`config.mk`:
```
export PLATFORM = sky130hd
export DESIGN_NAME = hole_fit_allocator
export DESIGN_NICKNAME = d
export VERILOG_FILES = /design/src/rtl/hfa_pkg.sv /design/src/rtl/hfa_ram.sv /design/src/rtl/hfa_ctrl.sv /design/src/rtl/hfa_datapath.sv /design/src/rtl/hole_fit_allocator.sv
export SDC_FILE = /design/constraint.sdc
export NUM_CORES = 1
export LEC_CHECK = 0
export ABC_AREA = 1
export BUFFER_PORTS_ARGS = -buffer_cell sky130_fd_sc_hd__buf_2
export CAP_MARGIN = 25
export CORE_MARGIN = 8
export CORE_UTILIZATION = 35
export DETAILED_ROUTE_END_ITERATION = 8
export PLACE_DENSITY = 0.49
export SYNTH_ARGS = -nofsm -noshare
export SYNTH_HDL_FRONTEND = slang
export SYNTH_SLANG_ARGS = --single-unit
```
`constraint.sdc`:
```
create_clock -name clk -period 5.5 [get_ports clk]
set_clock_uncertainty 0.2 [all_clocks]
set_input_delay 1.1 -clock clk [delete_from_list [all_inputs] [get_ports clk]]
set_output_delay 1.1 -clock clk [all_outputs]
set_load 0.01 [all_outputs]
```
`src/rtl/hfa_pkg.sv`:
```
// ---------------------------------------------------------------------------
// hfa_pkg
// Shared widths, codes, state type and control/status structs.
// ---------------------------------------------------------------------------
`timescale 1ns / 1ps
`default_nettype none

package hfa_pkg;

  // Default sizing
  localparam int DEF_MAX_HOLES = 16;
  localparam int DEF_SIZE_BITS = 16;

  // Port field widths
  localparam int IDX_W        = 4;
  localparam int VAL_W        = 16;
  localparam int MODE_W       = 2;
  localparam int HOLE_COUNT_W = 5;
  localparam int CFG_IDX_W    = 2;
  localparam int CFG_DATA_W   = 5;

  // Commands
  localparam logic CMD_LOAD  = 1'b0;
  localparam logic CMD_ALLOC = 1'b1;

  // Fit policies (code 3 behaves as first fit)
  localparam logic [MODE_W-1:0] FIT_FIRST = 2'd0;
  localparam logic [MODE_W-1:0] FIT_BEST  = 2'd1;
  localparam logic [MODE_W-1:0] FIT_WORST = 2'd2;

  // Register indexes
  localparam logic [CFG_IDX_W-1:0] REG_FIT_MODE   = 2'd0;
  localparam logic [CFG_IDX_W-1:0] REG_HOLE_COUNT = 2'd1;

  // Register reset values
  localparam logic [MODE_W-1:0]       FIT_MODE_RST   = FIT_FIRST;
  localparam logic [HOLE_COUNT_W-1:0] HOLE_COUNT_RST = 5'd1;

  // Controller states
  typedef enum logic [2:0] {
    ST_IDLE,
    ST_DECODE,
    ST_WRITE,
    ST_SCAN,
    ST_UPDATE,
    ST_REPORT
  } state_t;

  // Controller to datapath commands
  typedef struct packed {
    logic capture;
    logic scan_run;
    logic write_load;
    logic write_alloc;
  } ctl_t;

  // Datapath to controller status
  typedef struct packed {
    logic is_alloc;
    logic scan_done;
    logic found;
  } sts_t;

endpackage

`default_nettype wire

```
`src/rtl/hfa_ram.sv`:
```
// ---------------------------------------------------------------------------
// hfa_ram
// Generic one-write, one-read RAM with registered read data.
// ---------------------------------------------------------------------------
`timescale 1ns / 1ps
`default_nettype none

module hfa_ram #(
  parameter int WIDTH = 16,
  parameter int DEPTH = 16
) (
  input  wire logic                     clk,
  input  wire logic                     we,
  input  wire logic [$clog2(DEPTH)-1:0] waddr,
  input  wire logic [WIDTH-1:0]         wdata,
  input  wire logic                     re,
  input  wire logic [$clog2(DEPTH)-1:0] raddr,
  output logic      [WIDTH-1:0]         rdata
);

  logic [WIDTH-1:0] mem [DEPTH];

  // Write port
  always_ff @(posedge clk) begin
    if (we) begin
      mem[waddr] <= wdata;
    end
  end

  // Registered read port
  always_ff @(posedge clk) begin
    if (re) begin
      rdata <= mem[raddr];
    end
  end

endmodule

`default_nettype wire

```
`src/rtl/hfa_ctrl.sv`:
```
// ---------------------------------------------------------------------------
// hfa_ctrl
// Command sequencer: decode, load write, hole scan, update and report.
// ---------------------------------------------------------------------------
`timescale 1ns / 1ps
`default_nettype none

module hfa_ctrl (
  input  wire logic          clk,
  input  wire logic          rst_n,
  input  wire logic          start,
  input  wire hfa_pkg::sts_t sts,
  output hfa_pkg::ctl_t      ctl,
  output logic               busy,
  output logic               report
);

  hfa_pkg::state_t state_r, state_nxt;

  // State register
  always_ff @(posedge clk) begin
    if (!rst_n) begin
      state_r <= hfa_pkg::ST_IDLE;
    end else begin
      state_r <= state_nxt;
    end
  end

  // Next state
  always_comb begin
    state_nxt = state_r;
    case (state_r)
      hfa_pkg::ST_IDLE: begin
        if (start) state_nxt = hfa_pkg::ST_DECODE;
      end
      hfa_pkg::ST_DECODE: begin
        state_nxt = sts.is_alloc ? hfa_pkg::ST_SCAN : hfa_pkg::ST_WRITE;
      end
      hfa_pkg::ST_WRITE: begin
        state_nxt = hfa_pkg::ST_REPORT;
      end
      hfa_pkg::ST_SCAN: begin
        if (sts.scan_done) begin
          state_nxt = sts.found ? hfa_pkg::ST_UPDATE : hfa_pkg::ST_REPORT;
        end
      end
      hfa_pkg::ST_UPDATE: begin
        state_nxt = hfa_pkg::ST_REPORT;
      end
      hfa_pkg::ST_REPORT: begin
        state_nxt = hfa_pkg::ST_IDLE;
      end
      default: begin
        state_nxt = hfa_pkg::ST_IDLE;
      end
    endcase
  end

  // Outputs
  always_comb begin
    ctl             = '0;
    busy            = 1'b1;
    report          = 1'b0;
    case (state_r)
      hfa_pkg::ST_IDLE: begin
        busy        = 1'b0;
        ctl.capture = start;
      end
      hfa_pkg::ST_DECODE: begin
      end
      hfa_pkg::ST_WRITE: begin
        ctl.write_load = 1'b1;
      end
      hfa_pkg::ST_SCAN: begin
        ctl.scan_run = 1'b1;
      end
      hfa_pkg::ST_UPDATE: begin
        ctl.write_alloc = 1'b1;
      end
      hfa_pkg::ST_REPORT: begin
        report = 1'b1;
      end
      default: begin
        busy = 1'b0;
      end
    endcase
  end

endmodule

`default_nettype wire

```
`src/rtl/hfa_datapath.sv`:
```
// ---------------------------------------------------------------------------
// hfa_datapath
// Config registers, hole table, scan compare and result registers.
// ---------------------------------------------------------------------------
`timescale 1ns / 1ps
`default_nettype none

module hfa_datapath #(
  parameter int MAX_HOLES = hfa_pkg::DEF_MAX_HOLES,
  parameter int SIZE_BITS = hfa_pkg::DEF_SIZE_BITS
) (
  input  wire logic                             clk,
  input  wire logic                             rst_n,
  input  wire logic                             in_cmd,
  input  wire logic [hfa_pkg::IDX_W-1:0]        in_hole_index,
  input  wire logic [hfa_pkg::VAL_W-1:0]        in_size_value,
  input  wire logic                             cfg_we,
  input  wire logic [hfa_pkg::CFG_IDX_W-1:0]    cfg_index,
  input  wire logic [hfa_pkg::CFG_DATA_W-1:0]   cfg_data,
  input  wire hfa_pkg::ctl_t                    ctl,
  output hfa_pkg::sts_t                         sts,
  output logic                                  res_granted,
  output logic      [hfa_pkg::IDX_W-1:0]        res_chosen_hole,
  output logic      [hfa_pkg::VAL_W-1:0]        res_remaining
);

  localparam int AW = $clog2(MAX_HOLES);
  localparam int CW = $clog2(MAX_HOLES + 1);

  // Config registers
  logic [hfa_pkg::MODE_W-1:0]       fit_mode_r;
  logic [hfa_pkg::HOLE_COUNT_W-1:0] hole_count_r;

  // Captured command
  logic                      cmd_r;
  logic [hfa_pkg::IDX_W-1:0] idx_r;
  logic [SIZE_BITS-1:0]      val_r;

  // Scan state
  logic [CW-1:0]        scan_cnt_r;
  logic                 dv_r;
  logic                 found_r;
  logic [AW-1:0]        best_idx_r;
  logic [SIZE_BITS-1:0] best_size_r;

  // Table port signals
  logic                 ram_we;
  logic [AW-1:0]        ram_waddr;
  logic [SIZE_BITS-1:0] ram_wdata;
  logic                 ram_re;
  logic [SIZE_BITS-1:0] ram_rdata;

  logic [31:0]          size_ext;
  logic [31:0]          idx_ext;
  logic [31:0]          val_ext;
  logic [31:0]          left_ext;
  logic [31:0]          best_ext;
  logic [31:0]          n_full;
  logic [CW-1:0]        n_use;
  logic                 issue;
  logic                 load_ok;
  logic [AW-1:0]        load_addr;
  logic [SIZE_BITS-1:0] left;
  logic                 fits;
  logic                 better;
  logic                 take;

  // Config write
  always_ff @(posedge clk) begin
    if (!rst_n) begin
      fit_mode_r   <= hfa_pkg::FIT_MODE_RST;
      hole_count_r <= hfa_pkg::HOLE_COUNT_RST;
    end else if (cfg_we) begin
      if (cfg_index == hfa_pkg::REG_FIT_MODE) begin
        fit_mode_r <= cfg_data[hfa_pkg::MODE_W-1:0];
      end
      if (cfg_index == hfa_pkg::REG_HOLE_COUNT) begin
        hole_count_r <= cfg_data[hfa_pkg::HOLE_COUNT_W-1:0];
      end
    end
  end

  // Width adaptation of fields against table sizing
  assign size_ext  = 32'(in_size_value);
  assign idx_ext   = 32'(idx_r);
  assign val_ext   = 32'(val_r);
  assign load_ok   = idx_ext < 32'(MAX_HOLES);
  assign load_addr = idx_ext[AW-1:0];
  assign left      = best_size_r - val_r;
  assign left_ext  = 32'(left);
  assign best_ext  = 32'(best_idx_r);

  // Entries in use, clipped to table depth
  assign n_full = (32'(hole_count_r) > 32'(MAX_HOLES)) ? 32'(MAX_HOLES) : 32'(hole_count_r);
  assign n_use  = n_full[CW-1:0];
  assign issue  = scan_cnt_r < n_use;

  // Capture beat
  always_ff @(posedge clk) begin
    if (ctl.capture) begin
      cmd_r <= in_cmd;
      idx_r <= in_hole_index;
      val_r <= size_ext[SIZE_BITS-1:0];
    end
  end

  // Candidate compare on the entry read last cycle
  assign fits   = ram_rdata >= val_r;
  assign better = ((fit_mode_r == hfa_pkg::FIT_BEST)  && (ram_rdata < best_size_r)) ||
                  ((fit_mode_r == hfa_pkg::FIT_WORST) && (ram_rdata > best_size_r));
  assign take   = dv_r && fits && (!found_r || better);

  // Scan counter and read-data tag
  always_ff @(posedge clk) begin
    if (!rst_n) begin
      scan_cnt_r <= '0;
      dv_r       <= 1'b0;
      found_r    <= 1'b0;
    end else if (ctl.capture) begin
      scan_cnt_r <= '0;
      dv_r       <= 1'b0;
      found_r    <= 1'b0;
    end else if (ctl.scan_run) begin
      dv_r <= issue;
      if (issue) begin
        scan_cnt_r <= scan_cnt_r + CW'(1);
      end
      if (take) begin
        found_r <= 1'b1;
      end
    end
  end

  // Best candidate (index of data in flight is one behind the counter)
  always_ff @(posedge clk) begin
    if (ctl.scan_run && take) begin
      best_idx_r  <= AW'(scan_cnt_r - CW'(1));
      best_size_r <= ram_rdata;
    end
  end

  // Table access
  assign ram_we    = (ctl.write_load && load_ok) || ctl.write_alloc;
  assign ram_waddr = ctl.write_alloc ? best_idx_r : load_addr;
  assign ram_wdata = ctl.write_alloc ? left : val_r;
  assign ram_re    = ctl.scan_run && issue;

  hfa_ram #(
    .WIDTH (SIZE_BITS),
    .DEPTH (MAX_HOLES)
  ) u_table (
    .clk   (clk),
    .we    (ram_we),
    .waddr (ram_waddr),
    .wdata (ram_wdata),
    .re    (ram_re),
    .raddr (scan_cnt_r[AW-1:0]),
    .rdata (ram_rdata)
  );

  // Result registers: cleared on capture, filled on success
  always_ff @(posedge clk) begin
    if (ctl.capture) begin
      res_granted     <= 1'b0;
      res_chosen_hole <= '0;
      res_remaining   <= '0;
    end else if (ctl.write_load && load_ok) begin
      res_granted     <= 1'b1;
      res_chosen_hole <= idx_r;
      res_remaining   <= val_ext[hfa_pkg::VAL_W-1:0];
    end else if (ctl.write_alloc) begin
      res_granted     <= 1'b1;
      res_chosen_hole <= best_ext[hfa_pkg::IDX_W-1:0];
      res_remaining   <= left_ext[hfa_pkg::VAL_W-1:0];
    end
  end

  // Status
  assign sts.is_alloc  = cmd_r == hfa_pkg::CMD_ALLOC;
  assign sts.scan_done = !issue && !dv_r;
  assign sts.found     = found_r;

endmodule

`default_nettype wire

```
`src/rtl/hole_fit_allocator.sv`:
```
// ---------------------------------------------------------------------------
// hole_fit_allocator
// Free-hole table with first, best and worst fit allocation.
// ---------------------------------------------------------------------------
//
//   Channel  | Ports                                    | Handshake
//   ---------+------------------------------------------+------------------------
//   command  | start, busy, in_cmd/hole_index/size_value | beat on start && !busy
//   result   | out_valid, out_granted/chosen_hole/remaining | one-cycle strobe
//   config   | cfg_we, cfg_index, cfg_data              | write on cfg_we
//
// A load beat passes through decode, table write and report.
// An allocate beat passes through decode, the scan, an update of the chosen
// entry when a hole is granted, and report. The scan covers the first N entries,
// N = min(hole_count, MAX_HOLES); with N = 0 no entry is read. The
// scan reads one entry per cycle through the single RAM read port, and the
// compare works on the registered read data.
// busy stays high from the cycle after accept through the result strobe.
// Synchronous active-low reset returns to idle, fit_mode 0, hole_count 1.
// Results cannot be stalled; the strobe is held for exactly one cycle.
// ---------------------------------------------------------------------------
`timescale 1ns / 1ps
`default_nettype none

module hole_fit_allocator #(
  parameter int MAX_HOLES = hfa_pkg::DEF_MAX_HOLES,
  parameter int SIZE_BITS = hfa_pkg::DEF_SIZE_BITS
) (
  input  wire logic                           clk,
  input  wire logic                           rst_n,
  input  wire logic                           start,
  output logic                                busy,
  input  wire logic                           in_cmd,
  input  wire logic [hfa_pkg::IDX_W-1:0]      in_hole_index,
  input  wire logic [hfa_pkg::VAL_W-1:0]      in_size_value,
  output logic                                out_valid,
  output logic                                out_granted,
  output logic      [hfa_pkg::IDX_W-1:0]      out_chosen_hole,
  output logic      [hfa_pkg::VAL_W-1:0]      out_remaining,
  input  wire logic                           cfg_we,
  input  wire logic [hfa_pkg::CFG_IDX_W-1:0]  cfg_index,
  input  wire logic [hfa_pkg::CFG_DATA_W-1:0] cfg_data
);

  hfa_pkg::ctl_t ctl;
  hfa_pkg::sts_t sts;

  // Sequencer
  hfa_ctrl u_ctrl (
    .clk    (clk),
    .rst_n  (rst_n),
    .start  (start),
    .sts    (sts),
    .ctl    (ctl),
    .busy   (busy),
    .report (out_valid)
  );

  // Table and scan datapath
  hfa_datapath #(
    .MAX_HOLES (MAX_HOLES),
    .SIZE_BITS (SIZE_BITS)
  ) u_datapath (
    .clk             (clk),
    .rst_n           (rst_n),
    .in_cmd          (in_cmd),
    .in_hole_index   (in_hole_index),
    .in_size_value   (in_size_value),
    .cfg_we          (cfg_we),
    .cfg_index       (cfg_index),
    .cfg_data        (cfg_data),
    .ctl             (ctl),
    .sts             (sts),
    .res_granted     (out_granted),
    .res_chosen_hole (out_chosen_hole),
    .res_remaining   (out_remaining)
  );

endmodule

`default_nettype wire

```
==> flow_summary.toml <==
[cells_and_area]
drive_gt1_share_pct = 13.2
antenna_cells = 0
layout_common_cells = "edfxtp_1 (313), nand2_1 (209), nor2_1 (167), o21ai_0 (150), inv_1 (120)"
final_common_cell = "edfxtp_1"
syn2layout_area_growth_pct = 15.1
layout.nets = 1543

[cts]
cts_buffer_depth = 3
htree_levels = 2
clk_pin_slew_ps = 50
cts_hold_buf = 0
numCtsBuffers = 40
clock-sinks = 351
cts_resized = 0
post-cts-setup-buffer-count = 0
cts_tree = "yes"
clkLatencyLatePin_ps = 560
cts-root-buf = "clkbuf_16"

[worst_setup_path]
cp-start-kind = "register"
worst_setup_path_end_kind = "output port"
critPathRequiredTime_ps = 4200
cp_max_fo = 34
worstSetupPathType = "register to output port"
critPathArrivalTime_ps = 2490

[floorplan]
core-area_um2 = 43900
pin_count = 55
fp.dieW_um = 226
start_util_pct = 35.2
die_h_um = 226
rows = 77
die-area_um2 = 51100

[run_status]
outcome = "finished, final reports clean"

[power_and_ir_drop]
peakVddDrop_v = 0.000301
p_leak_nw = 6.64
p_int_mw = 5.40
power.clock.fraction_pct = 33.5
p_switching_mw = 2.46
swShare_pct = 31.3
power_density_nw_per_um2 = 441
pwr-share-comb_pct = 22.1
seqPwrFrac_pct = 44.5

[hold_path]
hold_path_class = "register to register"

[logic_synthesis]
synth_cells = 1389
ys_ff_latch = 351
yosysUniqueCellTypes = 45
seq_area_frac_synth_pct = 65.7
synth_area_um2 = 15500
syn-mean-instance-area_um2 = 11.1
syn_nets = 1475
synth_warnings = 0

[grt]
overflow = 0
first_global_vias = 10100
grt_max_degree = 91
track_usage_pct = 16.1
antenna_found_initial = 1
grt_first_pass_wirelength_um = 61900

[sta]
finalCritPeriodShare_pct = 68.9
timing.fmax_mhz = 264
final_max_slew_viol_count = 0
finalSetupViolCount = 0
fin_ws_ps = 1710
slew_headroom_pct = 28.3
min_period_ps = 3790
tightest_slew_ps = 1080
hold_viol = 0
rsz0062_at_grt = "false"
setup_tns_ps = 0

[detailed_routing]
antenna_left = 0
drtIter0Drc = 755
highest_layer = "met4"
routed_wl_um = 41300
via_per_inst = 5.02
vias = 10500
drcViolationCount = 0
met2_length_um = 19200
met1_length_um = 19200
wl_per_cell_um = 19.8
drt_first_pass_iters = 5
wl_met3_um = 1980

[placed_design]
pre_cts_ws_ps = 2270
hpwl_um = 26600
gp_congestion = 0.829
portBuffers = 54

[flow_run]
maxCapViolations = 0
critical path: stages (launching register included):
cell     delay, ps
dfxtp_1        440
inv_2           70
nand2_4         90
nor2_8         100
nor2_4         700
inv_2          100
nor2_1         180
nand2_1         80
buf_2          140
final cells by class:
class | count | area (um2)
clock buffers | 44 | 1020
flip-flops and latches | 351 | 10200
fillers | 4250 | 26100
inverters | 136 | 513
repair buffers | 85 | 558
well taps | 592 | 741
multi-input cells | 843 | 4530
clock inverters | 30 | 272
power by group through the flow:
stage	Combinational [mW]	Clock (mW)	Sequential [mW]
after global placement	1.72	0	3.55
after floorplan	1.08	0	3.55
after CTS	1.76	2.69	3.49
after global routing	1.94	2.80	3.51
final	1.73	2.63	3.49
after detailed placement	1.75	0	3.55
cells by family after synthesis:
| logic type | after synthesis | share of synthesized area (%) |
|---|---|---|
| AND/OR/NAND/NOR | 481 | 13.1 |
| flip-flops | 351 | 65.7 |
| AO/OA/AOI/OAI | 303 | 11.2 |
| buffers and inverters | 195 | 5.28 |
| adder cells (fa/ha/maj) | 54 | 4.42 |
| XOR/XNOR | 5 | 0.283 |
flip-flops by register name (all words and copies together) (netlist names), 5 cells and up:
signal                    cells
u_datapath.best_size_r       16
u_datapath.res_remaining     16
u_datapath.val_r             16
u_datapath.scan_cnt_r         5
u_datapath.hole_count_r       5
u_datapath.u_table.mem      256
u_datapath.u_table.rdata     16
metal layers:
layer / global-route usage, % / up-vias
met5: 0 / -
met4: 4.54 / 0
met3: 2.38 / 50
met2: 26.3 / 242
met1: 22.0 / 5105
li1: - / 5055
synth_stat cells, drive strengths merged:
| master | number | area (um2) |
|---|---|---|
| or2 | 2 | 12.5 |
| o211ai | 6 | 45.0 |
| xor2 | 4 | 35.0 |
| dfxtp | 38 | 761 |
| a21o | 2 | 15.0 |
| a211oi | 1 | 7.51 |
| a31oi | 8 | 50.1 |
| o21ai | 174 | 890 |
| nor4 | 1 | 6.26 |
| ha | 53 | 663 |
| o21bai | 1 | 7.51 |
| o21a | 1 | 7.51 |
| clkinv | 1 | 3.75 |
| nor3 | 18 | 146 |
| edfxtp | 313 | 9400 |
| o221ai | 26 | 228 |
| clkbuf | 35 | 131 |
| inv | 135 | 509 |
| nand3 | 61 | 310 |
| a21oi | 45 | 229 |
| o41ai | 1 | 8.76 |
| nand3b | 2 | 15.0 |
| nor2 | 181 | 706 |
| nand4 | 6 | 37.5 |
| fa | 1 | 20.0 |
| o22ai | 38 | 238 |
| xnor2 | 1 | 8.76 |
| buf | 24 | 171 |
| nand2 | 210 | 796 |
worst paths after layout:
path                startpoint                            end  slack, ps  depth (start not counted)
min            u_datapath.dv_r                u_datapath.dv_r        270                          2
min reg2reg    u_datapath.dv_r                u_datapath.dv_r        270                          2
max          u_ctrl.state_r[0]                           busy       1710                          8
max reg2reg  u_ctrl.state_r[0]  u_datapath.u_table.mem[6][12]       2330                          5
stage by stage:
step	hold WS (ps)	area, um2	util, %	total power [mW]	instances
5_1_grt	288	17800	40.5	8.25	2081
3_3_place_gp	258	16400	37.3	5.27	2001
2_1_floorplan	226	15500	-	4.63	1389
3_5_place_dp	261	16500	37.5	5.30	2003
6_report	267	17800	40.5	7.85	2081
4_1_cts	270	17700	40.4	7.94	2077
Power figures use the tool's default switching activity.
